## src/rtl/core/cfa_pkg.sv

```systemverilog
// Shared types and constants of the car-following acceleration core.
// No dependencies; every other file of the core but cfa_checker uses this package.
`default_nettype none
package cfa_pkg;

   localparam int unsigned QUEUE_DEPTH_DEFAULT = 4;
   localparam int unsigned CSR_ADDR_W = 3;
   localparam int unsigned DIV_NUM_W = 49;
   localparam int unsigned DIV_DEN_W = 34;

   localparam logic [CSR_ADDR_W-1:0] REG_DESIRED_SPEED  = 3'd0;
   localparam logic [CSR_ADDR_W-1:0] REG_SPEED_EXPONENT = 3'd1;
   localparam logic [CSR_ADDR_W-1:0] REG_MAX_ACCEL      = 3'd2;
   localparam logic [CSR_ADDR_W-1:0] REG_MIN_GAP        = 3'd3;
   localparam logic [CSR_ADDR_W-1:0] REG_TIME_HEADWAY   = 3'd4;
   localparam logic [CSR_ADDR_W-1:0] REG_COMFORT_TERM   = 3'd5;

   localparam logic [15:0] RST_DESIRED_SPEED  = 16'd7680;
   localparam logic [3:0]  RST_SPEED_EXPONENT = 4'd4;
   localparam logic [15:0] RST_MAX_ACCEL      = 16'd256;
   localparam logic [15:0] RST_MIN_GAP        = 16'd512;
   localparam logic [15:0] RST_TIME_HEADWAY   = 16'd384;
   localparam logic [15:0] RST_COMFORT_TERM   = 16'd314;

   // Free road: leader at 25 m/s, 500 m ahead (Q8.8).
   localparam logic [15:0] FREE_LEADER_SPEED = 16'd6400;
   localparam logic [32:0] FREE_GAP          = 33'd128000;

   localparam logic [32:0] ONE_Q16  = 33'h0_0001_0000;
   localparam logic [32:0] TERM_CAP = 33'h1_0000_0000;
   localparam logic [48:0] RATIO_LIMIT = 49'h1_000000;

   typedef struct packed {
      logic [15:0] desired_speed;
      logic [3:0]  speed_exponent;
      logic [15:0] max_accel;
      logic [15:0] min_gap;
      logic [15:0] time_headway;
      logic [15:0] comfort_term;
   } cfg_type;

   typedef struct packed {
      logic        gap_fault;
      logic [15:0] own_speed;
      logic [15:0] leader_speed;
      logic [32:0] gap;
   } item_type;

endpackage
`default_nettype wire

```

## src/rtl/core/cfa_front.sv

```systemverilog
// Front end: classifies one incoming word into a queue item (gap, leader speed, fault).
// Depends on cfa_pkg.
`default_nettype none
module cfa_front (
   input  wire logic               leader_present,
   input  wire logic [15:0]        own_speed,
   input  wire logic [15:0]        leader_speed,
   input  wire logic signed [31:0] own_position,
   input  wire logic signed [31:0] leader_position,
   input  wire logic               travel_reverse,
   input  wire logic [15:0]        own_length,
   output cfa_pkg::item_type       item
);
   import cfa_pkg::*;

   logic signed [32:0] diff;
   logic signed [33:0] dir_diff;
   logic signed [34:0] gap_full;

   always_comb begin
      diff     = $signed({leader_position[31], leader_position})
               - $signed({own_position[31], own_position});
      dir_diff = travel_reverse ? -$signed({diff[32], diff}) : $signed({diff[32], diff});
      gap_full = $signed({dir_diff[33], dir_diff}) - $signed({19'b0, own_length});

      item.own_speed = own_speed;
      if (leader_present) begin
         item.leader_speed = leader_speed;
         item.gap          = gap_full[32:0];
         item.gap_fault    = gap_full[34] || (gap_full == 35'sd0);
      end else begin
         item.leader_speed = FREE_LEADER_SPEED;
         item.gap          = FREE_GAP;
         item.gap_fault    = 1'b0;
      end
   end

endmodule
`default_nettype wire

```

## src/rtl/core/cfa_queue.sv

```systemverilog
// Small FIFO of classified items between the front end and the back end.
// Depends on cfa_pkg.
`default_nettype none
module cfa_queue #(
   parameter int unsigned DEPTH = cfa_pkg::QUEUE_DEPTH_DEFAULT
) (
   input  wire logic         clock,
   input  wire logic         reset,
   input  wire logic         push,
   input  wire cfa_pkg::item_type wdata,
   output logic              full,
   input  wire logic         pop,
   output cfa_pkg::item_type rdata,
   output logic              empty
);
   import cfa_pkg::*;

   localparam int unsigned PTR_W = $clog2(DEPTH);
   localparam int unsigned CNT_W = $clog2(DEPTH + 1);
   localparam logic [PTR_W-1:0] LAST = PTR_W'(DEPTH - 1);

   item_type         mem_ff [DEPTH];
   logic [PTR_W-1:0] wr_ptr_ff, wr_ptr_in;
   logic [PTR_W-1:0] rd_ptr_ff, rd_ptr_in;
   logic [CNT_W-1:0] count_ff, count_in;
   logic             do_push, do_pop;

   assign full    = (count_ff == CNT_W'(DEPTH));
   assign empty   = (count_ff == '0);
   assign do_push = push && !full;
   assign do_pop  = pop && !empty;
   assign rdata   = mem_ff[rd_ptr_ff];

   always_comb begin
      wr_ptr_in = wr_ptr_ff;
      rd_ptr_in = rd_ptr_ff;
      count_in  = count_ff;
      if (do_push) begin
         wr_ptr_in = (wr_ptr_ff == LAST) ? '0 : wr_ptr_ff + 1'b1;
      end
      if (do_pop) begin
         rd_ptr_in = (rd_ptr_ff == LAST) ? '0 : rd_ptr_ff + 1'b1;
      end
      if (do_push && !do_pop) begin
         count_in = count_ff + 1'b1;
      end else if (do_pop && !do_push) begin
         count_in = count_ff - 1'b1;
      end
   end

   always_ff @(posedge clock) begin
      if (reset) begin
         wr_ptr_ff <= '0;
         rd_ptr_ff <= '0;
         count_ff  <= '0;
      end else begin
         wr_ptr_ff <= wr_ptr_in;
         rd_ptr_ff <= rd_ptr_in;
         count_ff  <= count_in;
      end
   end

   always_ff @(posedge clock) begin
      if (do_push) begin
         mem_ff[wr_ptr_ff] <= wdata;
      end
   end

endmodule
`default_nettype wire

```

## src/rtl/core/cfa_div.sv

```systemverilog
// Restoring unsigned divider, one quotient bit per cycle.
// Depends on cfa_pkg for its default widths.
`default_nettype none
module cfa_div #(
   parameter int unsigned NUM_W = cfa_pkg::DIV_NUM_W,
   parameter int unsigned DEN_W = cfa_pkg::DIV_DEN_W
) (
   input  wire logic             clock,
   input  wire logic             reset,
   input  wire logic             start,
   input  wire logic [NUM_W-1:0] num,
   input  wire logic [DEN_W-1:0] den,
   output logic                  done,
   output logic [NUM_W-1:0]      quo
);
   localparam int unsigned CNT_W = $clog2(NUM_W + 1);

   logic [NUM_W-1:0] num_ff, quo_ff;
   logic [DEN_W-1:0] den_ff;
   logic [DEN_W:0]   rem_ff, rem_sh, rem_next;
   logic [DEN_W+1:0] trial;
   logic [CNT_W-1:0] cnt_ff;
   logic             busy_ff, done_ff, ge;

   assign done = done_ff;
   assign quo  = quo_ff;

   always_comb begin
      rem_sh   = {rem_ff[DEN_W-1:0], num_ff[NUM_W-1]};
      trial    = {1'b0, rem_sh} - {2'b0, den_ff};
      ge       = !trial[DEN_W+1];
      rem_next = ge ? trial[DEN_W:0] : rem_sh;
   end

   always_ff @(posedge clock) begin
      if (reset) begin
         busy_ff <= 1'b0;
         done_ff <= 1'b0;
         cnt_ff  <= '0;
      end else begin
         done_ff <= 1'b0;
         if (start) begin
            busy_ff <= 1'b1;
            cnt_ff  <= CNT_W'(NUM_W);
         end else if (busy_ff) begin
            cnt_ff <= cnt_ff - 1'b1;
            if (cnt_ff == CNT_W'(1)) begin
               busy_ff <= 1'b0;
               done_ff <= 1'b1;
            end
         end
      end
   end

   always_ff @(posedge clock) begin
      if (start) begin
         num_ff <= num;
         den_ff <= den;
         rem_ff <= '0;
         quo_ff <= '0;
      end else if (busy_ff) begin
         num_ff <= {num_ff[NUM_W-2:0], 1'b0};
         rem_ff <= rem_next;
         quo_ff <= {quo_ff[NUM_W-2:0], ge};
      end
   end

endmodule
`default_nettype wire

```

## src/rtl/core/cfa_back.sv

```systemverilog
// Back end: sequencer that evaluates one item with a shared multiplier and divider,
// and holds the finished result word. Depends on cfa_pkg and cfa_div.
`default_nettype none
module cfa_back (
   input  wire logic         clock,
   input  wire logic         reset,
   input  wire cfa_pkg::cfg_type  cfg,
   input  wire cfa_pkg::item_type q_item,
   input  wire logic         q_empty,
   output logic              q_pop,
   output logic              rsp_empty,
   input  wire logic         rsp_pop,
   output logic signed [15:0] rsp_accel_out,
   output logic              rsp_gap_fault
);
   import cfa_pkg::*;

   localparam logic [4:0] ST_IDLE        = 5'd0;
   localparam logic [4:0] ST_MUL_DV      = 5'd1;
   localparam logic [4:0] ST_DIV_DV_GO   = 5'd2;
   localparam logic [4:0] ST_DIV_DV_WAIT = 5'd3;
   localparam logic [4:0] ST_MUL_TH      = 5'd4;
   localparam logic [4:0] ST_WANT        = 5'd5;
   localparam logic [4:0] ST_P_CHECK     = 5'd6;
   localparam logic [4:0] ST_P_DIV_GO    = 5'd7;
   localparam logic [4:0] ST_P_DIV_WAIT  = 5'd8;
   localparam logic [4:0] ST_G_DIV_GO    = 5'd9;
   localparam logic [4:0] ST_G_DIV_WAIT  = 5'd10;
   localparam logic [4:0] ST_G_SQ        = 5'd11;
   localparam logic [4:0] ST_G_TERM      = 5'd12;
   localparam logic [4:0] ST_S_CALC      = 5'd13;
   localparam logic [4:0] ST_A_MUL       = 5'd14;
   localparam logic [4:0] ST_A_OUT       = 5'd15;
   localparam logic [4:0] ST_DONE        = 5'd16;

   localparam logic signed [35:0] S_FLOOR = -36'sh1_0000_0000;

   logic [4:0]  state_ff, state_in;
   item_type    cur_ff;
   logic [58:0] prod_ff;
   logic [33:0] mul_a;
   logic [24:0] mul_b;
   logic [58:0] prod;

   logic                dv_neg_ff;
   logic signed [34:0]  extra_ff;
   logic [32:0]         want_ff, p_ff, q_ff, smag_ff;
   logic [24:0]         r_ff;
   logic [3:0]          cnt_ff;
   logic                s_neg_ff;
   logic signed [15:0]  res_accel_ff;
   logic                res_fault_ff;
   logic                out_valid_ff;
   logic signed [15:0]  out_accel_ff;
   logic                out_fault_ff;

   logic [16:0] dv, dv_mag;
   logic [15:0] v, v0_eff, ct_eff;
   logic signed [35:0] want_sum, s_raw, s_lim, s_abs;
   logic [32:0] m_abs;

   logic              div_start, div_done;
   logic [DIV_NUM_W-1:0] div_num, div_quo;
   logic [DIV_DEN_W-1:0] div_den;
   logic              out_load;

   assign v      = cur_ff.own_speed;
   assign dv     = {1'b0, v} - {1'b0, cur_ff.leader_speed};
   assign dv_mag = dv[16] ? 17'd0 - dv : dv;
   assign v0_eff = (cfg.desired_speed == 16'd0) ? 16'd1 : cfg.desired_speed;
   assign ct_eff = (cfg.comfort_term == 16'd0) ? 16'd1 : cfg.comfort_term;

   // Shared multiplier, registered every cycle.
   always_comb begin
      mul_a = '0;
      mul_b = '0;
      case (state_ff)
         ST_MUL_DV: begin
            mul_a = {17'b0, dv_mag};
            mul_b = {9'b0, v};
         end
         ST_MUL_TH: begin
            mul_a = {18'b0, cfg.time_headway};
            mul_b = {9'b0, v};
         end
         ST_P_CHECK: begin
            mul_a = {1'b0, p_ff};
            mul_b = {9'b0, v};
         end
         ST_G_SQ: begin
            mul_a = {9'b0, r_ff};
            mul_b = r_ff;
         end
         ST_A_MUL: begin
            mul_a = {1'b0, smag_ff};
            mul_b = {9'b0, cfg.max_accel};
         end
         default: begin
            mul_a = '0;
            mul_b = '0;
         end
      endcase
   end

   assign prod = {25'b0, mul_a} * {34'b0, mul_b};

   always_comb begin
      div_start = 1'b0;
      div_num   = '0;
      div_den   = '0;
      case (state_ff)
         ST_DIV_DV_GO: begin
            div_start = 1'b1;
            div_num   = {16'b0, prod_ff[32:0]};
            div_den   = {17'b0, ct_eff, 1'b0};
         end
         ST_P_DIV_GO: begin
            div_start = 1'b1;
            div_num   = prod_ff[48:0];
            div_den   = {18'b0, v0_eff};
         end
         ST_G_DIV_GO: begin
            div_start = 1'b1;
            div_num   = {want_ff, 16'b0};
            div_den   = {1'b0, cur_ff.gap};
         end
         default: begin
            div_start = 1'b0;
         end
      endcase
   end

   cfa_div #(
      .NUM_W(DIV_NUM_W),
      .DEN_W(DIV_DEN_W)
   ) u_div (
      .clock(clock),
      .reset(reset),
      .start(div_start),
      .num  (div_num),
      .den  (div_den),
      .done (div_done),
      .quo  (div_quo)
   );

   always_comb begin
      want_sum = $signed({20'b0, cfg.min_gap}) + $signed({12'b0, prod_ff[31:8]})
               + $signed({extra_ff[34], extra_ff});
      s_raw    = $signed(36'd65536) - $signed({3'b0, p_ff}) - $signed({3'b0, q_ff});
      s_lim    = (s_raw < S_FLOOR) ? S_FLOOR : s_raw;
      s_abs    = s_lim[35] ? 36'sd0 - s_lim : s_lim;
      m_abs    = prod_ff[48:16];
   end

   assign q_pop    = (state_ff == ST_IDLE) && !q_empty;
   assign out_load = (state_ff == ST_DONE) && (!out_valid_ff || rsp_pop);

   always_comb begin
      state_in = state_ff;
      case (state_ff)
         ST_IDLE: begin
            if (!q_empty) begin
               state_in = q_item.gap_fault ? ST_DONE : ST_MUL_DV;
            end
         end
         ST_MUL_DV:      state_in = ST_DIV_DV_GO;
         ST_DIV_DV_GO:   state_in = ST_DIV_DV_WAIT;
         ST_DIV_DV_WAIT: state_in = div_done ? ST_MUL_TH : ST_DIV_DV_WAIT;
         ST_MUL_TH:      state_in = ST_WANT;
         ST_WANT:        state_in = ST_P_CHECK;
         ST_P_CHECK:     state_in = (cnt_ff == 4'd0) ? ST_G_DIV_GO : ST_P_DIV_GO;
         ST_P_DIV_GO:    state_in = ST_P_DIV_WAIT;
         ST_P_DIV_WAIT:  state_in = div_done ? ST_P_CHECK : ST_P_DIV_WAIT;
         ST_G_DIV_GO:    state_in = ST_G_DIV_WAIT;
         ST_G_DIV_WAIT: begin
            if (div_done) begin
               state_in = (div_quo > RATIO_LIMIT) ? ST_S_CALC : ST_G_SQ;
            end
         end
         ST_G_SQ:        state_in = ST_G_TERM;
         ST_G_TERM:      state_in = ST_S_CALC;
         ST_S_CALC:      state_in = ST_A_MUL;
         ST_A_MUL:       state_in = ST_A_OUT;
         ST_A_OUT:       state_in = ST_DONE;
         ST_DONE:        state_in = out_load ? ST_IDLE : ST_DONE;
         default:        state_in = ST_IDLE;
      endcase
   end

   always_ff @(posedge clock) begin
      if (reset) begin
         state_ff     <= ST_IDLE;
         out_valid_ff <= 1'b0;
      end else begin
         state_ff     <= state_in;
         out_valid_ff <= out_load || (out_valid_ff && !rsp_pop);
      end
   end

   // Datapath registers.
   always_ff @(posedge clock) begin
      prod_ff <= prod;
      case (state_ff)
         ST_IDLE: begin
            cur_ff       <= q_item;
            res_accel_ff <= 16'sh8000;
            res_fault_ff <= 1'b1;
         end
         ST_MUL_DV: begin
            dv_neg_ff <= dv[16];
         end
         ST_DIV_DV_WAIT: begin
            extra_ff <= dv_neg_ff ? 35'sd0 - $signed({2'b0, div_quo[32:0]})
                                  : $signed({2'b0, div_quo[32:0]});
         end
         ST_WANT: begin
            want_ff <= (want_sum < $signed({20'b0, cfg.min_gap})) ? {17'b0, cfg.min_gap}
                                                                 : want_sum[32:0];
            p_ff    <= ONE_Q16;
            cnt_ff  <= cfg.speed_exponent;
         end
         ST_P_DIV_WAIT: begin
            if (div_done) begin
               p_ff   <= (div_quo > {16'b0, TERM_CAP}) ? TERM_CAP : div_quo[32:0];
               cnt_ff <= cnt_ff - 1'b1;
            end
         end
         ST_G_DIV_WAIT: begin
            q_ff <= TERM_CAP;
            r_ff <= div_quo[24:0];
         end
         ST_G_TERM: begin
            q_ff <= prod_ff[48:16];
         end
         ST_S_CALC: begin
            s_neg_ff <= s_lim[35];
            smag_ff  <= s_abs[32:0];
         end
         ST_A_OUT: begin
            res_fault_ff <= 1'b0;
            if (s_neg_ff) begin
               res_accel_ff <= (m_abs > 33'd32768) ? 16'sh8000
                                                    : $signed(16'd0 - m_abs[15:0]);
            end else begin
               res_accel_ff <= (m_abs > 33'd32767) ? 16'sh7fff : $signed(m_abs[15:0]);
            end
         end
         default: begin
         end
      endcase
   end

   always_ff @(posedge clock) begin
      if (out_load) begin
         out_accel_ff <= res_accel_ff;
         out_fault_ff <= res_fault_ff;
      end
   end

   assign rsp_empty     = !out_valid_ff;
   assign rsp_accel_out = out_accel_ff;
   assign rsp_gap_fault = out_fault_ff;

endmodule
`default_nettype wire

```

## src/rtl/core/car_following_acceleration_core.sv

```systemverilog
// Top level of the car-following acceleration core: configuration registers,
// front end, item queue and back end. Depends on cfa_pkg, cfa_front, cfa_queue, cfa_back and cfa_div.
//
// Usage. The request side behaves like a queue: drive the vehicle-pair word on the
// req_ ports and raise req_push; the word is taken at a clock edge where req_full
// is low. The response side is a queue as well: while rsp_empty is low the oldest
// result word (rsp_accel_out, rsp_gap_fault) is on the rsp_ ports, and it is taken
// at an edge where rsp_pop is high.
// The front end classifies each word in the cycle it is accepted (gap, free-road
// substitution, gap fault) and stores it in a small queue, so requests keep being
// accepted while the back end works and while a result waits to be popped.
// The back end handles one word at a time with one shared multiplier and one
// bit-serial 49-bit divider.
// A gap-fault word skips the arithmetic and goes straight to the result slot;
// a normal word takes one divide for the speed difference term, one per exponent
// step and one for the gap ratio, and skips the squaring when the ratio is capped.
// The back end takes the next word from the queue only after the last result
// has been loaded into the result slot.
// Configuration writes (csr_we, csr_addr, csr_wdata) take effect at the next edge
// and must only be issued while the block is idle.
// Reset is synchronous and active high: queues and result empty, registers at
// their defaults. A stalled receiver fills the result slot, then the queue, and
// then req_full rises; nothing is dropped.
`default_nettype none
module car_following_acceleration_core #(
   parameter int unsigned QUEUE_DEPTH = cfa_pkg::QUEUE_DEPTH_DEFAULT
) (
   input  wire logic                            clock,
   input  wire logic                            reset,
   input  wire logic                            req_push,
   output logic                                 req_full,
   input  wire logic [15:0]                     req_own_speed,
   input  wire logic                            req_leader_present,
   input  wire logic [15:0]                     req_leader_speed,
   input  wire logic signed [31:0]              req_own_position,
   input  wire logic signed [31:0]              req_leader_position,
   input  wire logic                            req_travel_reverse,
   input  wire logic [15:0]                     req_own_length,
   output logic                                 rsp_empty,
   input  wire logic                            rsp_pop,
   output logic signed [15:0]                   rsp_accel_out,
   output logic                                 rsp_gap_fault,
   input  wire logic                            csr_we,
   input  wire logic [cfa_pkg::CSR_ADDR_W-1:0]  csr_addr,
   input  wire logic [15:0]                     csr_wdata
);
   import cfa_pkg::*;

   cfg_type  cfg_ff;
   item_type front_item, q_item;
   logic     q_empty, q_pop;

   // Configuration registers; writes beyond the list are ignored.
   always_ff @(posedge clock) begin
      if (reset) begin
         cfg_ff.desired_speed  <= RST_DESIRED_SPEED;
         cfg_ff.speed_exponent <= RST_SPEED_EXPONENT;
         cfg_ff.max_accel      <= RST_MAX_ACCEL;
         cfg_ff.min_gap        <= RST_MIN_GAP;
         cfg_ff.time_headway   <= RST_TIME_HEADWAY;
         cfg_ff.comfort_term   <= RST_COMFORT_TERM;
      end else if (csr_we) begin
         case (csr_addr)
            REG_DESIRED_SPEED:  cfg_ff.desired_speed  <= csr_wdata;
            REG_SPEED_EXPONENT: cfg_ff.speed_exponent <= csr_wdata[3:0];
            REG_MAX_ACCEL:      cfg_ff.max_accel      <= csr_wdata;
            REG_MIN_GAP:        cfg_ff.min_gap        <= csr_wdata;
            REG_TIME_HEADWAY:   cfg_ff.time_headway   <= csr_wdata;
            REG_COMFORT_TERM:   cfg_ff.comfort_term   <= csr_wdata;
            default: begin
            end
         endcase
      end
   end

   cfa_front u_front (
      .leader_present (req_leader_present),
      .own_speed      (req_own_speed),
      .leader_speed   (req_leader_speed),
      .own_position   (req_own_position),
      .leader_position(req_leader_position),
      .travel_reverse (req_travel_reverse),
      .own_length     (req_own_length),
      .item           (front_item)
   );

   cfa_queue #(
      .DEPTH(QUEUE_DEPTH)
   ) u_queue (
      .clock(clock),
      .reset(reset),
      .push (req_push),
      .wdata(front_item),
      .full (req_full),
      .pop  (q_pop),
      .rdata(q_item),
      .empty(q_empty)
   );

   cfa_back u_back (
      .clock        (clock),
      .reset        (reset),
      .cfg          (cfg_ff),
      .q_item       (q_item),
      .q_empty      (q_empty),
      .q_pop        (q_pop),
      .rsp_empty    (rsp_empty),
      .rsp_pop      (rsp_pop),
      .rsp_accel_out(rsp_accel_out),
      .rsp_gap_fault(rsp_gap_fault)
   );

endmodule
`default_nettype wire

```

## config.mk

```make
export PLATFORM = sky130hd
export DESIGN_NAME = car_following_acceleration_core
export DESIGN_NICKNAME = d
export VERILOG_FILES = /design/src/rtl/core/cfa_pkg.sv /design/src/rtl/core/cfa_front.sv /design/src/rtl/core/cfa_queue.sv /design/src/rtl/core/cfa_div.sv /design/src/rtl/core/cfa_back.sv /design/src/rtl/core/car_following_acceleration_core.sv
export SDC_FILE = /design/constraint.sdc
export NUM_CORES = 2
export LEC_CHECK = 0
export ABC_AREA = 0
export BUFFER_PORTS_ARGS = -buffer_cell sky130_fd_sc_hd__buf_4
export CAP_MARGIN = 15
export CORE_UTILIZATION = 55
export DETAILED_ROUTE_END_ITERATION = 8
export PLACE_DENSITY = 0.71
export REMOVE_ABC_BUFFERS = 1
export SYNTH_ARGS = -nofsm -noshare
export SYNTH_HDL_FRONTEND = slang
export SYNTH_SLANG_ARGS = --single-unit
```

## constraint.sdc

```tcl
create_clock -name clock -period 13.62 [get_ports clock]
set_clock_uncertainty 0.1 [all_clocks]
set_input_delay 2.724 -clock clock [delete_from_list [all_inputs] [get_ports clock]]
set_output_delay 2.724 -clock clock [all_outputs]
set_load 0.03 [all_outputs]
```

==> flow_summary.json <==
{
  "overflow": 0,
  "met1_length_mm": 82.9,
  "htreeDepth": 3,
  "critPathKind": "reg2reg",
  "cts.hold.buffers_added": 0,
  "reg2reg_depth": 44,
  "clk_latency_ns": 0.71,
  "relSlewSlack_pct": 12.7,
  "drt_iter0_drc": 5449,
  "grt_max_degree": 90,
  "synth-seq-cells": 881,
  "post-route-util_pct": 60.8,
  "synth_area_per_cell_um2": 9.89,
  "fp.coreArea_mm2": 0.126,
  "min_period_over_period_pct": 91.3,
  "fillers": 10500,
  "area_growth_pct": 9.07,
  "fin_crit_ns": 12.43,
  "synth_edf_count": 642,
  "setup.worst_path.start": "u_back.cur_ff[33]$_DFFE_PP_",
  "post-cts-setup-buffers": 0,
  "timing.rr.end": "u_back.prod_ff[48]$_DFF_P_",
  "grt_pass1_wl_mm": 318,
  "num_rows": 130,
  "cts.sinks": 881,
  "path_common_cell": "fa_1",
  "path_buf_inv": 5,
  "crit_end": "u_back.prod_ff[48]$_DFF_P_",
  "final_common_cell": "inv_1",
  "cpPeakStageDelay_ns": 0.86,
  "finalHoldViolations": 0,
  "status": "complete, no violations",
  "cellPowerDensity_mw_per_mm2": 141,
  "synth_flop_cell": "edfxtp_1",
  "dr_wl_met3_mm": 19.7,
  "gp_congestion": 1.03,
  "root_buffer": "clkbuf_16",
  "layout.nets": 8380,
  "track_usage_pct": 32.6,
  "cts_tree": "built",
  "r2r_slack_ns": 1.19,
  "cpLargestDelayFamily": "compound AO/OA/AOI/OAI gates",
  "cts_buffer_depth": 3,
  "dp_hpwl_mm": 160,
  "numCtsBuffers": 88,
  "path_clk_slew_ns": 0.07,
  "dieArea_mm2": 0.129,
  "first_pass_iters": 9,
  "cp_max_fo": 9,
  "io_buffer_count": 156,
  "rsz0062_at_grt": "false",
  "p_leak_nw": 33.1,
  "synth-warning-count": 0,
  "worstPathArrival_ns": 12.91,
  "synth_area_mm2": 0.0704,
  "highest_layer": "met5",
  "fmax_mhz": 80.4,
  "cts_resized": 0,
  "cp.required_ns": 14.09,
  "pre_cts_ws_ns": 1.39,
  "async_reset_ff_share_pct": 0,
  "setup_ws_ns": 1.19,
  "vias": 53300,
  "totalWireLength_mm": 209,
  "drive_above_1_share_pct": 8.46,
  "start_util_pct": 55.8,
  "netlist-cell-type-count": 108,
  "report.final.slew_viol_count": 0,
  "critical-path-slowest-cell": "xnor2_1",
  "rr_startpoint": "u_back.cur_ff[33]$_DFFE_PP_",
  "setup_viol": 0,
  "cp_num_cells": 44,
  "tightest_slew_ns": 1.31,
  "yosysSeqAreaShare_pct": 34.2,
  "avgRoutedWirePerCell_um": 23.4,
  "grt_pass1_vias": 53000,
  "vdd.ir_drop.worst_mv": 0.133,
  "cp-end-kind": "register",
  "drc": 0,
  "viasPerCell": 5.97,
  "drv_cap": 0,
  "io_pins": 157,
  "die_w_um": 360,
  "wl_met2_mm": 93.8,
  "hp-class": "reg2reg",
  "final_cell_mix": "inv_1 (1,082), nand2_1 (956), fa_1 (684), edfxtp_1 (642), nor2_1 (542)",
  "hold_slack_ns": 0.320,
  "antenna_left": 0,
  "tns_ns": 0,
  "synth_cells": 7117,
  "antenna_found_initial": 10,
  "die_y_um": 360,
  "critPathLaunchType": "register"
}
[synthesized netlist by cell type (31+ instances only)]
master / number / share of area [%]
and3_1: 56 / 0.50
mux4_2: 66 / 2.1
nor2b_1: 51 / 0.45
nand3_1: 43 / 0.31
a31oi_1: 61 / 0.54
nand2b_1: 54 / 0.48
o21a_1: 44 / 0.47
mux2i_1: 86 / 1.2
nor3_1: 85 / 0.60
buf_1: 31 / 0.17
inv_1: 1084 / 5.8
o21ai_0: 185 / 1.3
a21o_1: 107 / 1.1
nor4_1: 35 / 0.31
xor2_1: 103 / 1.3
fa_1: 684 / 19
edfxtp_1: 642 / 27
nand2_1: 960 / 5.1
xnor2_1: 235 / 2.9
a22oi_1: 51 / 0.54
o21bai_1: 32 / 0.34
a21oi_1: 294 / 2.1
clkbuf_1: 257 / 1.4
dfxtp_1: 239 / 6.8
or3_1: 41 / 0.36
nor2_1: 551 / 2.9
ha_1: 349 / 6.2
and2_1: 143 / 1.3
a211oi_1: 39 / 0.42
[metrics by stage]
stage | cells | instance area [um2] | total power, mW
floorplan | 6844 | 69400 | 6.84
global placement | 8762 | 73600 | 8.13
detailed placement | 8762 | 73600 | 8.22
CTS | 8925 | 76700 | 10.8
global route | 8934 | 76800 | 11.4
finish | 8935 | 76800 | 10.8
[kinds of logic (layout without fill, tap and decap cells)]
logic type | Yosys count | in the layout | synth area share (%)
AOI/OAI and AO/OA | 1115 | 1115 | 10.6
xor gates and xnor gates | 342 | 342 | 4.30
adders and majority gates | 1033 | 1033 | 25.7
buffers and inverters | 1387 | 1526 | 7.43
DFF | 881 | 881 | 34.2
muxes | 169 | 169 | 3.61
other | 2 | 31 | 0.0107
and+or+nand+nor | 2188 | 2188 | 14.2
[report_power, final]
group / total [mW] / internal [mW] / switching (mW)
clock: 2.56 / 1.46 / 1.09
sequential: 3.79 / 3.49 / 0.305
combinational: 4.48 / 1.66 / 2.82
[worst min-delay path by stage]
| stage | from | slack (ns) | cells after the start | endpoint |
|---|---|---|---|---|
| 2_1_floorplan | u_back.res_accel_ff[0]$_SDFFCE_PP0P_ | 0.30 | 0 | u_back.rsp_accel_out[0]$_DFFE_PP_ |
| 3_3_place_gp | u_back.res_fault_ff$_DFFE_PP_ | 0.30 | 0 | u_back.rsp_gap_fault$_DFFE_PP_ |
| 3_5_place_dp | u_back.res_accel_ff[12]$_SDFFCE_PP0P_ | 0.30 | 0 | u_back.rsp_accel_out[12]$_DFFE_PP_ |
| 4_1_cts | u_back.res_accel_ff[12]$_SDFFCE_PP0P_ | 0.32 | 0 | u_back.rsp_accel_out[12]$_DFFE_PP_ |
| 5_1_grt | u_back.res_accel_ff[14]$_SDFFCE_PP0P_ | 0.33 | 0 | u_back.rsp_accel_out[14]$_DFFE_PP_ |
| 6_report | u_back.res_accel_ff[12]$_SDFFCE_PP0P_ | 0.32 | 0 | u_back.rsp_accel_out[12]$_DFFE_PP_ |
[sequential cells by signal (all words and copies together), names as in the netlist, 2 cells and up, named ones only]
register              count
u_back.rsp_accel_out     16
u_back.state_ff           5
u_back.p_ff              33
u_back.u_div.quo         49
cfg_ff                   84
u_back.v                 16
u_queue.rd_ptr_ff         2
u_queue.mem_ff          264
u_back.q_ff              33
u_back.want_ff           33
u_back.cur_ff            49
u_queue.count_ff          3
u_back.u_div.cnt_ff       6
u_back.extra_ff          34
u_back.res_accel_ff      16
u_back.u_div.rem_ff      34
u_back.smag_ff           33
u_back.cnt_ff             4
u_back.prod_ff           49
u_back.u_div.den_ff      33
u_back.r_ff              25
u_queue.wr_ptr_ff         2
u_back.u_div.num_ff      49
[per-layer routing]
layer,up-vias,GRT usage (%)
li1,23900,-
met1,26400,43.4
met2,2513,50.5
met3,565,6.22
met4,10,17.4
met5,-,0
[layout make-up]
cell class,instances,area (um2),share of cell area [%]
multi-input cells,4875,41400,53.9
flip-flops and latches,881,24100,31.3
inverters,1088,4090,5.32
clock buffers,122,2640,3.43
repair buffers,275,2120,2.76
well taps,1650,2060,2.69
clock inverters,41,409,0.533
diodes,3,7.51,0.00978
No activity file was read; power rests on OpenSTA's default activity.
